**src/rtl/dlswf_pkg.sv**
```systemverilog
// Shared constants, codes and types of the dirty list state write filter.
package dlswf_pkg;

    // Table sizes.
    localparam int NUM_PLAIN_STATES = 32;
    localparam int NUM_STAGES       = 4;
    localparam int NUM_TEX_TYPES    = 8;
    localparam int TEX_ENTRIES      = NUM_STAGES * NUM_TEX_TYPES;

    // Fixed port field widths.
    localparam int OP_W    = 2;
    localparam int INDEX_W = 5;
    localparam int STAGE_W = 2;
    localparam int TYPE_W  = 3;
    localparam int VALUE_W = 32;
    localparam int KIND_W  = 2;

    // Entry address layout: {table, local}, where a texture local address is {stage, type}.
    localparam int PLAIN_AW   = (NUM_PLAIN_STATES > 1) ? $clog2(NUM_PLAIN_STATES) : 1;
    localparam int STAGE_BITS = (NUM_STAGES > 1) ? $clog2(NUM_STAGES) : 1;
    localparam int TYPE_BITS  = (NUM_TEX_TYPES > 1) ? $clog2(NUM_TEX_TYPES) : 1;
    localparam int TEX_AW     = STAGE_BITS + TYPE_BITS;
    localparam int LOC_W      = (PLAIN_AW > TEX_AW) ? PLAIN_AW : TEX_AW;
    localparam int MEM_AW     = LOC_W + 1;
    localparam int MEM_DEPTH  = 2 ** MEM_AW;
    localparam int CNT_W      = LOC_W + 1;

    typedef logic [LOC_W-1:0]   loc_t;
    typedef logic [MEM_AW-1:0]  addr_t;
    typedef logic [CNT_W-1:0]   cnt_t;
    typedef logic [VALUE_W-1:0] value_t;
    typedef logic [KIND_W-1:0]  kind_t;
    typedef logic [INDEX_W-1:0] index_t;
    typedef logic [STAGE_W-1:0] stage_t;
    typedef logic [TYPE_W-1:0]  ttype_t;

    localparam loc_t TYPE_MASK = loc_t'((1 << TYPE_BITS) - 1);

    // Operation codes.
    localparam logic [OP_W-1:0] OP_SET_PLAIN = 2'd0;
    localparam logic [OP_W-1:0] OP_SET_TEX   = 2'd1;
    localparam logic [OP_W-1:0] OP_FLUSH     = 2'd2;

    // Result kinds.
    localparam kind_t KIND_NONE  = 2'd0;
    localparam kind_t KIND_PLAIN = 2'd1;
    localparam kind_t KIND_TEX   = 2'd2;

endpackage

```
**src/rtl/dlswf_ram.sv**
```systemverilog
// Generic single-port-write, single-port-read RAM with registered read data.
module dlswf_ram #(
    parameter int WIDTH = 32,
    parameter int DEPTH = 64
) (
    input  logic                     clk,
    input  logic                     we,
    input  logic [$clog2(DEPTH)-1:0] waddr,
    input  logic [WIDTH-1:0]         wdata,
    input  logic [$clog2(DEPTH)-1:0] raddr,
    output logic [WIDTH-1:0]         rdata
);

    logic [WIDTH-1:0] mem [DEPTH];
    logic [WIDTH-1:0] rdata_reg;

    // A read of the address being written returns the old contents.
    always_ff @(posedge clk)
    begin
        if (we)
        begin
            mem[waddr] <= wdata;
        end
        rdata_reg <= mem[raddr];
    end

    assign rdata = rdata_reg;

endmodule

```
**src/rtl/dirty_list_state_write_filter.sv**
```systemverilog
// Top level of the dirty list state write filter.
//
//   channel  | handshake            | words
//   ---------+----------------------+----------------------------------------------
//   command  | start high, busy low | op, state_index, stage, tex_type, value
//   result   | strobe, one cycle    | kind, out_index, out_stage, out_type,
//            |                      | out_value, last
//
// Set words are taken one per cycle while busy is low: a set reads the pending value
// in the cycle of its acceptance and compares and writes back in the next, with a
// forwarding register covering a set that hits the entry written just before it.
// A flush holds busy while it walks both lists: each list entry costs a list read,
// a pending/shadow read and a compare/write-back, all through the one read port
// of each RAM. Its last result is shown in the first cycle with busy low. After
// reset, busy stays high while the pending and shadow RAMs are swept to zero.
// The receiver cannot stall; each result is shown for exactly one cycle.
module dirty_list_state_write_filter (
    input  logic                          clk,
    input  logic                          rst_n,
    input  logic                          start,
    output logic                          busy,
    input  logic [dlswf_pkg::OP_W-1:0]    op,
    input  logic [dlswf_pkg::INDEX_W-1:0] state_index,
    input  logic [dlswf_pkg::STAGE_W-1:0] stage,
    input  logic [dlswf_pkg::TYPE_W-1:0]  tex_type,
    input  logic [dlswf_pkg::VALUE_W-1:0] value,
    output logic                          strobe,
    output logic [dlswf_pkg::KIND_W-1:0]  kind,
    output logic [dlswf_pkg::INDEX_W-1:0] out_index,
    output logic [dlswf_pkg::STAGE_W-1:0] out_stage,
    output logic [dlswf_pkg::TYPE_W-1:0]  out_type,
    output logic [dlswf_pkg::VALUE_W-1:0] out_value,
    output logic                          last
);

    // Controller states.
    localparam logic [2:0] ST_CLEAR = 3'd0;  // sweeping RAMs to zero after reset
    localparam logic [2:0] ST_IDLE  = 3'd1;  // taking words
    localparam logic [2:0] ST_CHK   = 3'd2;  // next list entry, or next list
    localparam logic [2:0] ST_ADDR  = 3'd3;  // list entry back, read pending and shadow
    localparam logic [2:0] ST_CMP   = 3'd4;  // compare, update shadow, clear dirty mark
    localparam logic [2:0] ST_DONE  = 3'd5;  // deliver the final result

    logic [2:0] state_reg, state_next;

    // Clearing pass.
    dlswf_pkg::addr_t clr_reg, clr_next;

    // Set pipeline: second stage and forwarding of the last pending write.
    logic                s1_valid_reg, s1_valid_next;
    dlswf_pkg::addr_t    s1_addr_reg, s1_addr_next;
    dlswf_pkg::value_t   s1_value_reg, s1_value_next;
    logic                fwd_valid_reg, fwd_valid_next;
    dlswf_pkg::addr_t    fwd_addr_reg, fwd_addr_next;
    dlswf_pkg::value_t   fwd_value_reg, fwd_value_next;

    // List bookkeeping.
    logic [dlswf_pkg::MEM_DEPTH-1:0] dirty_reg, dirty_next;
    dlswf_pkg::cnt_t plain_count_reg, plain_count_next;
    dlswf_pkg::cnt_t tex_count_reg, tex_count_next;

    // Flush walk.
    logic              phase_reg, phase_next;   // 0 walks the plain list, 1 the texture list
    dlswf_pkg::cnt_t   idx_reg, idx_next;
    dlswf_pkg::loc_t   cur_loc_reg, cur_loc_next;

    // One found write is held back so that the final one can carry last.
    logic              held_valid_reg, held_valid_next;
    logic              held_tex_reg, held_tex_next;
    dlswf_pkg::loc_t   held_loc_reg, held_loc_next;
    dlswf_pkg::value_t held_value_reg, held_value_next;

    // Result register.
    logic                   strobe_reg, strobe_next;
    dlswf_pkg::kind_t       kind_reg, kind_next;
    dlswf_pkg::index_t      index_reg, index_next;
    dlswf_pkg::stage_t      stage_reg, stage_next;
    dlswf_pkg::ttype_t      type_reg, type_next;
    dlswf_pkg::value_t      value_reg, value_next;
    logic                   last_reg, last_next;

    // RAM ports.
    logic              pend_we, shad_we, list_we;
    dlswf_pkg::addr_t  pend_waddr, pend_raddr, shad_waddr, shad_raddr;
    dlswf_pkg::addr_t  list_waddr, list_raddr;
    dlswf_pkg::value_t pend_wdata, pend_rdata, shad_wdata, shad_rdata;
    dlswf_pkg::loc_t   list_wdata, list_rdata;

    // Command decode.
    logic              accept;
    logic              plain_ok, tex_ok, set_go, set_tex;
    dlswf_pkg::loc_t   set_loc;

    // Set stage two.
    dlswf_pkg::value_t old_value;
    logic              s1_change, s1_tex, s1_append;
    dlswf_pkg::cnt_t   s1_cnt, s1_limit;

    // Flush walk.
    dlswf_pkg::cnt_t   walk_count;
    logic              differ;

    // Emission.
    logic              emit_valid, emit_none, emit_tex, emit_last;
    dlswf_pkg::loc_t   emit_loc;
    dlswf_pkg::value_t emit_value;

    assign busy   = (state_reg != ST_IDLE);
    assign accept = start && !busy;

    assign plain_ok = (32'(state_index) < dlswf_pkg::NUM_PLAIN_STATES);
    assign tex_ok   = (32'(stage) < dlswf_pkg::NUM_STAGES)
                   && (32'(tex_type) < dlswf_pkg::NUM_TEX_TYPES);
    assign set_tex  = (op == dlswf_pkg::OP_SET_TEX);
    assign set_go   = accept && (((op == dlswf_pkg::OP_SET_PLAIN) && plain_ok)
                              || (set_tex && tex_ok));
    assign set_loc  = set_tex
                    ? ((dlswf_pkg::loc_t'(stage) << dlswf_pkg::TYPE_BITS)
                       | dlswf_pkg::loc_t'(tex_type))
                    : dlswf_pkg::loc_t'(state_index);

    // Pending value seen by the set in stage two; the RAM returns the
    // old contents if the previous set wrote this entry on the same edge.
    assign old_value = (fwd_valid_reg && (fwd_addr_reg == s1_addr_reg))
                     ? fwd_value_reg : pend_rdata;
    assign s1_change = s1_valid_reg && (old_value != s1_value_reg);
    assign s1_tex    = s1_addr_reg[dlswf_pkg::MEM_AW-1];
    assign s1_cnt    = s1_tex ? tex_count_reg : plain_count_reg;
    assign s1_limit  = s1_tex ? dlswf_pkg::cnt_t'(dlswf_pkg::TEX_ENTRIES)
                              : dlswf_pkg::cnt_t'(dlswf_pkg::NUM_PLAIN_STATES);
    assign s1_append = s1_change && !dirty_reg[s1_addr_reg] && (s1_cnt < s1_limit);

    assign walk_count = phase_reg ? tex_count_reg : plain_count_reg;
    assign differ     = (pend_rdata != shad_rdata);

    // RAM port steering.
    always_comb
    begin
        pend_raddr = (state_reg == ST_ADDR) ? {phase_reg, list_rdata} : {set_tex, set_loc};
        shad_raddr = {phase_reg, list_rdata};
        list_raddr = {phase_reg, idx_reg[dlswf_pkg::LOC_W-1:0]};

        if (state_reg == ST_CLEAR)
        begin
            pend_we    = 1'b1;
            pend_waddr = clr_reg;
            pend_wdata = '0;
            shad_we    = 1'b1;
            shad_waddr = clr_reg;
            shad_wdata = '0;
        end
        else
        begin
            pend_we    = s1_change;
            pend_waddr = s1_addr_reg;
            pend_wdata = s1_value_reg;
            shad_we    = (state_reg == ST_CMP) && differ;
            shad_waddr = {phase_reg, cur_loc_reg};
            shad_wdata = pend_rdata;
        end

        list_we    = s1_append;
        list_waddr = {s1_tex, s1_cnt[dlswf_pkg::LOC_W-1:0]};
        list_wdata = s1_addr_reg[dlswf_pkg::LOC_W-1:0];
    end

    // Controller and bookkeeping.
    always_comb
    begin
        state_next       = state_reg;
        clr_next         = clr_reg;
        s1_valid_next    = set_go;
        s1_addr_next     = {set_tex, set_loc};
        s1_value_next    = value;
        fwd_valid_next   = pend_we && (state_reg != ST_CLEAR);
        fwd_addr_next    = s1_addr_reg;
        fwd_value_next   = s1_value_reg;
        dirty_next       = dirty_reg;
        plain_count_next = plain_count_reg;
        tex_count_next   = tex_count_reg;
        phase_next       = phase_reg;
        idx_next         = idx_reg;
        cur_loc_next     = cur_loc_reg;
        held_valid_next  = held_valid_reg;
        held_tex_next    = held_tex_reg;
        held_loc_next    = held_loc_reg;
        held_value_next  = held_value_reg;
        emit_valid       = 1'b0;
        emit_none        = 1'b0;
        emit_last        = 1'b0;
        emit_tex         = held_tex_reg;
        emit_loc         = held_loc_reg;
        emit_value       = held_value_reg;

        // First change of an entry since the last flush puts it on its list.
        if (s1_append)
        begin
            dirty_next[s1_addr_reg] = 1'b1;
            if (s1_tex)
            begin
                tex_count_next = tex_count_reg + 1'b1;
            end
            else
            begin
                plain_count_next = plain_count_reg + 1'b1;
            end
        end

        case (state_reg)
            ST_CLEAR:
            begin
                clr_next = clr_reg + 1'b1;
                if (&clr_reg)
                begin
                    state_next = ST_IDLE;
                end
            end
            ST_IDLE:
            begin
                if (accept && (op == dlswf_pkg::OP_FLUSH))
                begin
                    state_next      = ST_CHK;
                    phase_next      = 1'b0;
                    idx_next        = '0;
                    held_valid_next = 1'b0;
                end
            end
            ST_CHK:
            begin
                if (idx_reg < walk_count)
                begin
                    state_next = ST_ADDR;
                end
                else if (!phase_reg)
                begin
                    phase_next = 1'b1;
                    idx_next   = '0;
                end
                else
                begin
                    state_next = ST_DONE;
                end
            end
            ST_ADDR:
            begin
                cur_loc_next = list_rdata;
                state_next   = ST_CMP;
            end
            ST_CMP:
            begin
                dirty_next[{phase_reg, cur_loc_reg}] = 1'b0;
                idx_next   = idx_reg + 1'b1;
                state_next = ST_CHK;
                if (differ)
                begin
                    // Deliver the one held so far and hold this one.
                    emit_valid      = held_valid_reg;
                    held_valid_next = 1'b1;
                    held_tex_next   = phase_reg;
                    held_loc_next   = cur_loc_reg;
                    held_value_next = pend_rdata;
                end
            end
            ST_DONE:
            begin
                emit_valid       = 1'b1;
                emit_none        = !held_valid_reg;
                emit_last        = 1'b1;
                held_valid_next  = 1'b0;
                plain_count_next = '0;
                tex_count_next   = '0;
                state_next       = ST_IDLE;
            end
            default:
            begin
                state_next = ST_IDLE;
            end
        endcase
    end

    // Result word formatting.
    always_comb
    begin
        strobe_next = emit_valid;
        last_next   = emit_last;
        kind_next   = dlswf_pkg::KIND_NONE;
        index_next  = '0;
        stage_next  = '0;
        type_next   = '0;
        value_next  = '0;
        if (!emit_none)
        begin
            value_next = emit_value;
            if (emit_tex)
            begin
                kind_next  = dlswf_pkg::KIND_TEX;
                stage_next = dlswf_pkg::stage_t'(emit_loc >> dlswf_pkg::TYPE_BITS);
                type_next  = dlswf_pkg::ttype_t'(emit_loc & dlswf_pkg::TYPE_MASK);
            end
            else
            begin
                kind_next  = dlswf_pkg::KIND_PLAIN;
                index_next = dlswf_pkg::index_t'(emit_loc);
            end
        end
    end

    always_ff @(posedge clk or negedge rst_n)
    begin
        if (!rst_n)
        begin
            state_reg       <= ST_CLEAR;
            clr_reg         <= '0;
            s1_valid_reg    <= 1'b0;
            fwd_valid_reg   <= 1'b0;
            dirty_reg       <= '0;
            plain_count_reg <= '0;
            tex_count_reg   <= '0;
            phase_reg       <= 1'b0;
            idx_reg         <= '0;
            held_valid_reg  <= 1'b0;
            strobe_reg      <= 1'b0;
        end
        else
        begin
            state_reg       <= state_next;
            clr_reg         <= clr_next;
            s1_valid_reg    <= s1_valid_next;
            fwd_valid_reg   <= fwd_valid_next;
            dirty_reg       <= dirty_next;
            plain_count_reg <= plain_count_next;
            tex_count_reg   <= tex_count_next;
            phase_reg       <= phase_next;
            idx_reg         <= idx_next;
            held_valid_reg  <= held_valid_next;
            strobe_reg      <= strobe_next;
        end
    end

    always_ff @(posedge clk)
    begin
        s1_addr_reg    <= s1_addr_next;
        s1_value_reg   <= s1_value_next;
        fwd_addr_reg   <= fwd_addr_next;
        fwd_value_reg  <= fwd_value_next;
        cur_loc_reg    <= cur_loc_next;
        held_tex_reg   <= held_tex_next;
        held_loc_reg   <= held_loc_next;
        held_value_reg <= held_value_next;
        kind_reg       <= kind_next;
        index_reg      <= index_next;
        stage_reg      <= stage_next;
        type_reg       <= type_next;
        value_reg      <= value_next;
        last_reg       <= last_next;
    end

    // Pending values of both tables, addressed {table, local}.
    dlswf_ram #(
        .WIDTH (dlswf_pkg::VALUE_W),
        .DEPTH (dlswf_pkg::MEM_DEPTH)
    ) u_pending (
        .clk   (clk),
        .we    (pend_we),
        .waddr (pend_waddr),
        .wdata (pend_wdata),
        .raddr (pend_raddr),
        .rdata (pend_rdata)
    );

    // Shadow of what the device holds.
    dlswf_ram #(
        .WIDTH (dlswf_pkg::VALUE_W),
        .DEPTH (dlswf_pkg::MEM_DEPTH)
    ) u_shadow (
        .clk   (clk),
        .we    (shad_we),
        .waddr (shad_waddr),
        .wdata (shad_wdata),
        .raddr (shad_raddr),
        .rdata (shad_rdata)
    );

    // Dirty lists: the plain list in the lower half, the texture list in the upper.
    dlswf_ram #(
        .WIDTH (dlswf_pkg::LOC_W),
        .DEPTH (dlswf_pkg::MEM_DEPTH)
    ) u_list (
        .clk   (clk),
        .we    (list_we),
        .waddr (list_waddr),
        .wdata (list_wdata),
        .raddr (list_raddr),
        .rdata (list_rdata)
    );

    assign strobe    = strobe_reg;
    assign kind      = kind_reg;
    assign out_index = index_reg;
    assign out_stage = stage_reg;
    assign out_type  = type_reg;
    assign out_value = value_reg;
    assign last      = last_reg;

endmodule

```
**config.mk**
```make
export PLATFORM = sky130hd
export DESIGN_NAME = dirty_list_state_write_filter
export DESIGN_NICKNAME = d
export VERILOG_FILES = /design/src/rtl/dlswf_pkg.sv /design/src/rtl/dlswf_ram.sv /design/src/rtl/dirty_list_state_write_filter.sv
export SDC_FILE = /design/constraint.sdc
export NUM_CORES = 2
export LEC_CHECK = 0
export ABC_CLOCK_PERIOD_IN_PS = 5550
export BUFFER_PORTS_ARGS = -buffer_cell sky130_fd_sc_hd__clkbuf_2
export CORE_MARGIN = 2
export CORE_UTILIZATION = 45
export DETAILED_ROUTE_END_ITERATION = 10
export SLEW_MARGIN = 20
export SYNTH_ARGS = -nofsm -noshare
export SYNTH_HDL_FRONTEND = slang
export SYNTH_MEMORY_MAX_BITS = 65536
export SYNTH_SLANG_ARGS = --single-unit
```
**constraint.sdc**
```tcl
create_clock -name clk -period 5.55 [get_ports clk]
set_clock_uncertainty 0.05 [all_clocks]
set_input_delay 0.8325 -clock clk [delete_from_list [all_inputs] [get_ports clk]]
set_output_delay 0.8325 -clock clk [all_outputs]
set_load 0.005 [all_outputs]
```
# Yosys cells after proc, flatten, opt, wreduce, memory -nomap -nowiden
# Memories as Yosys holds them, arrays and structs flattened. A register that Yosys moved wholly into a read port is not among the register bits.
# Cells that the tools add are included.
totals:
  mem_bits_ro: 0
  ram_bits: 4416
  latch_bits: 0
  n_memories: 3
  input_bits: 47
  regBits: 260
memory_table:
  columns: ["name", "words", "word_bits", "read_ports", "rd_ports_with_merged_regs", "write_ports", "line", "rtl"]
  rows:
  - ["u_pending.mem", 64, 32, 1, 1, 1, "dlswf_ram.sv:14", "logic [WIDTH-1:0] mem [DEPTH];"]
  - ["u_shadow.mem", 64, 32, 1, 1, 1, "dlswf_ram.sv:14", null]
  - ["u_list.mem", 64, 5, 1, 1, 1, "dlswf_ram.sv:14", null]
classes:
  n_eq_ne: 18
  n_shift: 0
  n_reduce_logical: 33
  bitwise_logic: 5
  n_div: 0
  n_addsub: 4
  order_cmp: 6
  muxes: 50
  multipliers: 0
op_table:
  columns: ["cell", "n"]
  rows:
  - ["$mux 64", 2]
  - ["$mux 32", 3]
  - ["$mux 6", 14]
  - ["$and 64x64->64", 1]
  - ["$ne 32x32->1", 2]
  - ["$not 64->64", 1]
  - ["$or 64x64->64", 1]
  - ["$add 6x1->6 const B", 4]
  - ["$pmux 6 s3", 1]
  - ["$mux 1", 17]
  - ["$pmux 3 s5", 1]
  - ["$lt 6x7->1 const B", 2]
  - ["$demux 1 s6", 2]
  - ["$ge 6x1->1 const B", 2]
  - ["$mux 3", 4]
  - ["$logic_and 1x1->1", 11]
  - ["$reduce_and 3->1", 3]
  - ["$reduce_bool 3->1", 3]
  - ["$ne 2x2->1 const B", 4]
  - ["$bmux 1 s6", 1]
  - ["$eq 3x2->1 const B", 2]
  - ["$eq 3x3->1 const B", 2]
  - ["$eq 6x6->1", 1]
  - ["$lt 6x6->1", 1]
  - ["22 further kinds", 31]

# Longest topological paths before layout
depth:
  depth_word: 10
  ltp_mapped: 14

# Hierarchy
# From an unflattened synthesis, not the netlist that was laid out.
hier_totals:
  cells_unflattened: 8396
  area_unflattened_um2: 181426.5
by_module_without_submodules:
  columns: ["module", "area_each_um2", "seq_area_each_um2", "cells_per_inst", "n_inst"]
  rows:
  - ["dlswf_ram (u_pending ...)", 78515.3, 62139.6, 3324, 2]
  - ["dlswf_ram (u_list)", 12768.5, 9709.3, 610, 1]
  - ["dirty_list_state_write_filter", 11627.4, 6115.9, 1138, 1]

# Least setup slack after synthesis
# Ideal clock, no wire load.
synth_path:
  kind: "register -> register"
  from: "register s1_addr_reg[0] (netlist: fwd_addr_next[0])"
  to: "memory u_pending.mem[10][0] (enable)"
  setup_slack_ps: -286
  setup_ps: 461
  arrival_ps: 5325
  path_stages_with_launch: 12
  path_cell_list: "dfxtp_1 -> buf_4 -> xor2_1 -> nor3_1 -> nand2_1 -> a211oi_1 -> a2111oi_0 -> and4_1 -> nand2_1 -> a31oi_2 -> buf_4 -> nor3_1"
synth_between:
  elab_chain_cells: 8
synth_rtl:
  columns: ["element", "line", "rtl"]
  rows:
  - ["from (decl)", "dirty_list_state_write_filter.sv:51", "dlswf_pkg::addr_t s1_addr_reg, s1_addr_next;"]
  - ["from (signal assigned)", "dirty_list_state_write_filter.sv:342", "s1_addr_reg <= s1_addr_next;"]
  - ["$eq 6x6->1", "dirty_list_state_write_filter.sv:124", "assign old_value = (fwd_valid_reg && (fwd_addr_reg == s1_addr_reg))"]
  - ["$logic_and 1x1->1", "dirty_list_state_write_filter.sv:124", null]
  - ["$mux 32", "dirty_list_state_write_filter.sv:125", "? fwd_value_reg : pend_rdata;"]
  - ["$ne 32x32->1", "dirty_list_state_write_filter.sv:126", "assign s1_change = s1_valid_reg && (old_value != s1_value_reg);"]
  - ["$logic_and 1x1->1", "dirty_list_state_write_filter.sv:126", null]
  - ["$mux 1", "dirty_list_state_write_filter.sv:143", "if (state_reg == ST_CLEAR)"]
  - ["$mux 1", "dlswf_ram.sv:20", "if (we)"]
  - ["$mux 1 (not written as such)", "dlswf_ram.sv:22", "mem[waddr] <= wdata;"]
  - ["to (decl)", "dlswf_ram.sv:14", null]
# Parallel ways exist; a longest one is shown, timed or not.

# Worst setup path after layout
layout_path:
  from: "register u_pending.rdata_reg[28] (netlist: u_pending.rdata[28]) (read register of u_pending.mem)"
  to: "memory u_list.mem[42][0] in the netlist's numbering (enable)"
layout_between:
  elab_chain_cells: 7
layout_rtl:
  columns: ["element", "line", "rtl"]
  rows:
  - ["from (decl)", "dlswf_ram.sv:15", "logic [WIDTH-1:0] rdata_reg;"]
  - ["$mux 32", "dirty_list_state_write_filter.sv:125", null]
  - ["$ne 32x32->1", "dirty_list_state_write_filter.sv:126", null]
  - ["$logic_and 1x1->1", "dirty_list_state_write_filter.sv:126", null]
  - ["$logic_and 1x1->1 (2 in a row)", "dirty_list_state_write_filter.sv:131", "assign s1_append = s1_change && !dirty_reg[s1_addr_reg] && (s1_cnt < s1_limit);"]
  - ["$mux 1", "dlswf_ram.sv:20", null]
  - ["$mux 1 (not written as such)", "dlswf_ram.sv:22", null]
  - ["to (decl)", "dlswf_ram.sv:14", null]
# No other way between the ends.

==> results.ini <==
[sta]
rsz0062_at_grt=false
worstMarginPinSlew_ns=1.14
slew_viol_final=0
setup_viol=0
max_freq_mhz=182
fin_crit_sh_pct=98.9
period_needed_ns=5.49
slew_headroom_pct=23.3
final_hold_viol_count=0

[critical_path]
reg2regPathDepth=9
crit_arrival_ns=6.03
end_kind=flip-flop
r2r_slack_ns=0.06
startpoint_type=flip-flop
rr_startpoint=u_pending.rdata[28]$_DFF_P_
path_class=reg2reg
cp.required_ns=6.09
cp_max_fo=17
worstReg2RegEnd=u_list.mem[42][0]$_DFFE_PP_

[drt]
drt_first_pass_iters=6
wl_per_cell_um=33.7
routed_wl_um=480000
ant_nets=0
drc=0
first_iter_violations=11400
num_vias=87100
vias_per_cell=6.12

[synthesis]
postSynth.asyncResetShare_pct=2.02
synth_edf_count=4459
syn-num-nets=8059
ys_ff_latch=4745
synth_cell_types=67
yosysSeqAreaShare_pct=77.5
syn_inst=8003
ys.flop_type=edfxtp_1
syn_avg_cell_area_um2=22.6
netlist_area_um2=181000
yosysWarningCount=0

[global_routing]
antenna_found_initial=32
grt_max_degree=123
grt_pass1_wl_um=676000
grt_overflow_total=0
grt_use_total_pct=23.4
grt_pass1_vias=88000

[layout]
multi_input_area_um2=40100
reg_top3=u_pending.mem: 2048 flops, u_shadow.mem: 2048 flops, u_list.mem: 320 flops
drive_above_1_share_pct=30.0
fillCellCount=30500
final_nets=8592
area_delta_synth_final_pct=14.6
regArea_um2=140000
post-route-util_pct=51.8

[floorplanning]
ios=94
dieArea_um2=407000
initial_core_util_pct=45.3
rows=232
die_h_um=638
die_w_um=638
core_um2=400000

[clocking]
cts_setup_buffers=0
clockBufferDepth=4
cts_buffers=464
cts.reportedPaths.clkPinSlew_ns=0.06
cts_root_buffer=clkbuf_16
htreeDepth=5
clock_latency_ns=1.01
cts_tree=done
cts_resized=0
hold_buffers=28
cts.sinks=4745

[status]
status=finished clean

[power_and_ir_drop]
sw_frac_of_total_pct=20.6
p_total_mw=71.3
intPower_mw=56.6
p_per_area_nw_per_um2=344
comb_power_share_pct=2.4
p_clk_share_pct=43.1
p_switching_mw=14.7
seqPwrFrac_pct=54.5
vdd_drop_max_mv=0.373
p_leak_nw=55.4

[placed_design]
io_buffers=93
dpl.hpwl_um=277000
place.gp.congestion=0.843

[hold_path]
holdCritStartpoint=op[1]
min_path_type=in2reg
hold_depth=2
hold_end=s1_valid_reg$_DFF_PN0_

[run]
max_cap_viol_count=0

==> final cells by class <==
class / count / area share (%)
sequential: 4745 / 67.6
multi-input combinational: 2761 / 19.3
clock buffer: 605 / 6.07
tap: 5265 / 3.18
timing repair buffer: 499 / 2.54
clock inverter: 258 / 1.09
inverter: 65 / 0.118
antenna: 26 / 0.0314
==> worst max-delay path by stage <==
stage                                start                              end  slack, ns  cells after the start
2_1_floorplan     fwd_addr_next[0]$_DFF_P_   u_pending.mem[10][0]$_DFFE_PP_      -0.29                     11
5_1_grt        u_pending.rdata[28]$_DFF_P_      u_list.mem[42][0]$_DFFE_PP_       0.20                      9
6_report       u_pending.rdata[28]$_DFF_P_      u_list.mem[42][0]$_DFFE_PP_       0.06                      9
3_3_place_gp   u_pending.rdata[28]$_DFF_P_   u_pending.mem[19][2]$_DFFE_PP_       0.28                     12
4_1_cts        u_pending.rdata[28]$_DFF_P_  u_pending.mem[19][12]$_DFFE_PP_       0.24                     12
3_5_place_dp   u_pending.rdata[28]$_DFF_P_   u_pending.mem[19][2]$_DFFE_PP_       0.31                     12
==> synthesized netlist by cell type, drive strengths merged, types with 8 or more instances <==
master	n	area (um2)
nand3	29	145
a221oi	13	114
nor2b	10	62.6
and2	95	594
mux2	21	236
xor2	19	166
xnor2	60	526
nand2	131	492
nor3b	8	60.1
clkbuf	245	920
edfxtp	4459	134000
o22ai	138	863
nand4	20	125
nand3b	8	60.1
nor3	108	541
dfrtp	96	2400
ha	9	113
and3	13	81.3
dfxtp	190	3800
a31oi	46	294
inv	61	229
nor2	142	533
mux4	1279	28800
nand2b	19	119
o21ai	62	310
buf	187	851
or2	11	68.8
a21oi	73	365
nor4	48	307
or4	34	255
o31ai	11	82.6
mux2i	300	3000
==> per-stage QoR <==
step | setup TNS [ns] | area, um2 | cells | setup WS, ns | hold slack (ns)
after detailed placement | 0 | 192000 | 13300 | 0.312 | 0.325
after global placement | 0 | 192000 | 13300 | 0.284 | 0.318
final | 0 | 207000 | 14200 | 0.0606 | 0.0408
after floorplan | -511.40 | 181000 | 8003 | -0.286 | 0.276
after global routing | 0 | 207000 | 14200 | 0.200 | 0.0205
after CTS | 0 | 207000 | 14200 | 0.236 | 0.00748
==> power by group through the flow <==
stage / combinational, mW / clock, mW / sequential (mW)
6_report: 1.68 / 30.7 / 38.9
5_1_grt: 1.74 / 32.6 / 38.8
4_1_cts: 1.69 / 31.1 / 38.9
3_5_place_dp: 1.67 / 0 / 39.6
3_3_place_gp: 1.66 / 0 / 39.6
2_1_floorplan: 0.889 / 0 / 39.5
==> layout by cell type, fill, tap and decap left out, types with 60 or more instances in the layout <==
cell	Yosys	routed
clkbuf_16	0	472
nor2_4	0	77
buf_12	0	128
xnor2_1	60	60
buf_4	6	246
clkinv_2	0	86
clkbuf_2	0	92
nor2_1	142	65
clkinv_1	4	109
o21ai_0	62	62
clkbuf_1	245	105
nand2_1	131	127
mux2i_1	300	298
inv_1	61	61
edfxtp_1	4459	4459
a21oi_1	73	67
dfxtp_1	190	180
mux4_2	1278	1278
o22ai_1	138	138
dfrtp_1	96	93
==> worst max-delay path: stages, from the launching register on <==
cell and delay [ns]:
dfxtp_1 0.92, xor2_1 0.14, nor4_1 0.86, nand4_1 0.28
a2111oi_2 0.81, buf_4 0.22, and4_1 0.43, a21o_1 0.81
buf_4 0.34, nor4_1 0.16
==> routing by layer <==
| metal | vias up | track usage [%] | share of wire [%] |
|---|---|---|---|
| li1 | 35000 | - | - |
| met1 | 47600 | 32.6 | 40 |
| met2 | 3800 | 38.2 | 49 |
| met3 | 706 | 3.53 | 7.4 |
| met4 | 8 | 7.48 | 3.7 |
| met5 | - | 0 | 0.011 |
==> cells by family (layout without fill, tap and decap cells) <==
kind of cell             count (synthesis)  after routing  synth area share (%)
other                                    0             26                     0
flip-flops                            4745           4745                  77.5
AO/OA/AOI/OAI                          383            383                  1.31
XOR/XNOR                                79             79                 0.382
multiplexers                          1600           1600                  17.7
adder cells (fa/ha/maj)                  9              9                0.0623
AND/OR/NAND/NOR                        690            690                  1.97
buffers and inverters                  497           1427                  1.11
No activity file was read; power rests on OpenSTA's default activity.
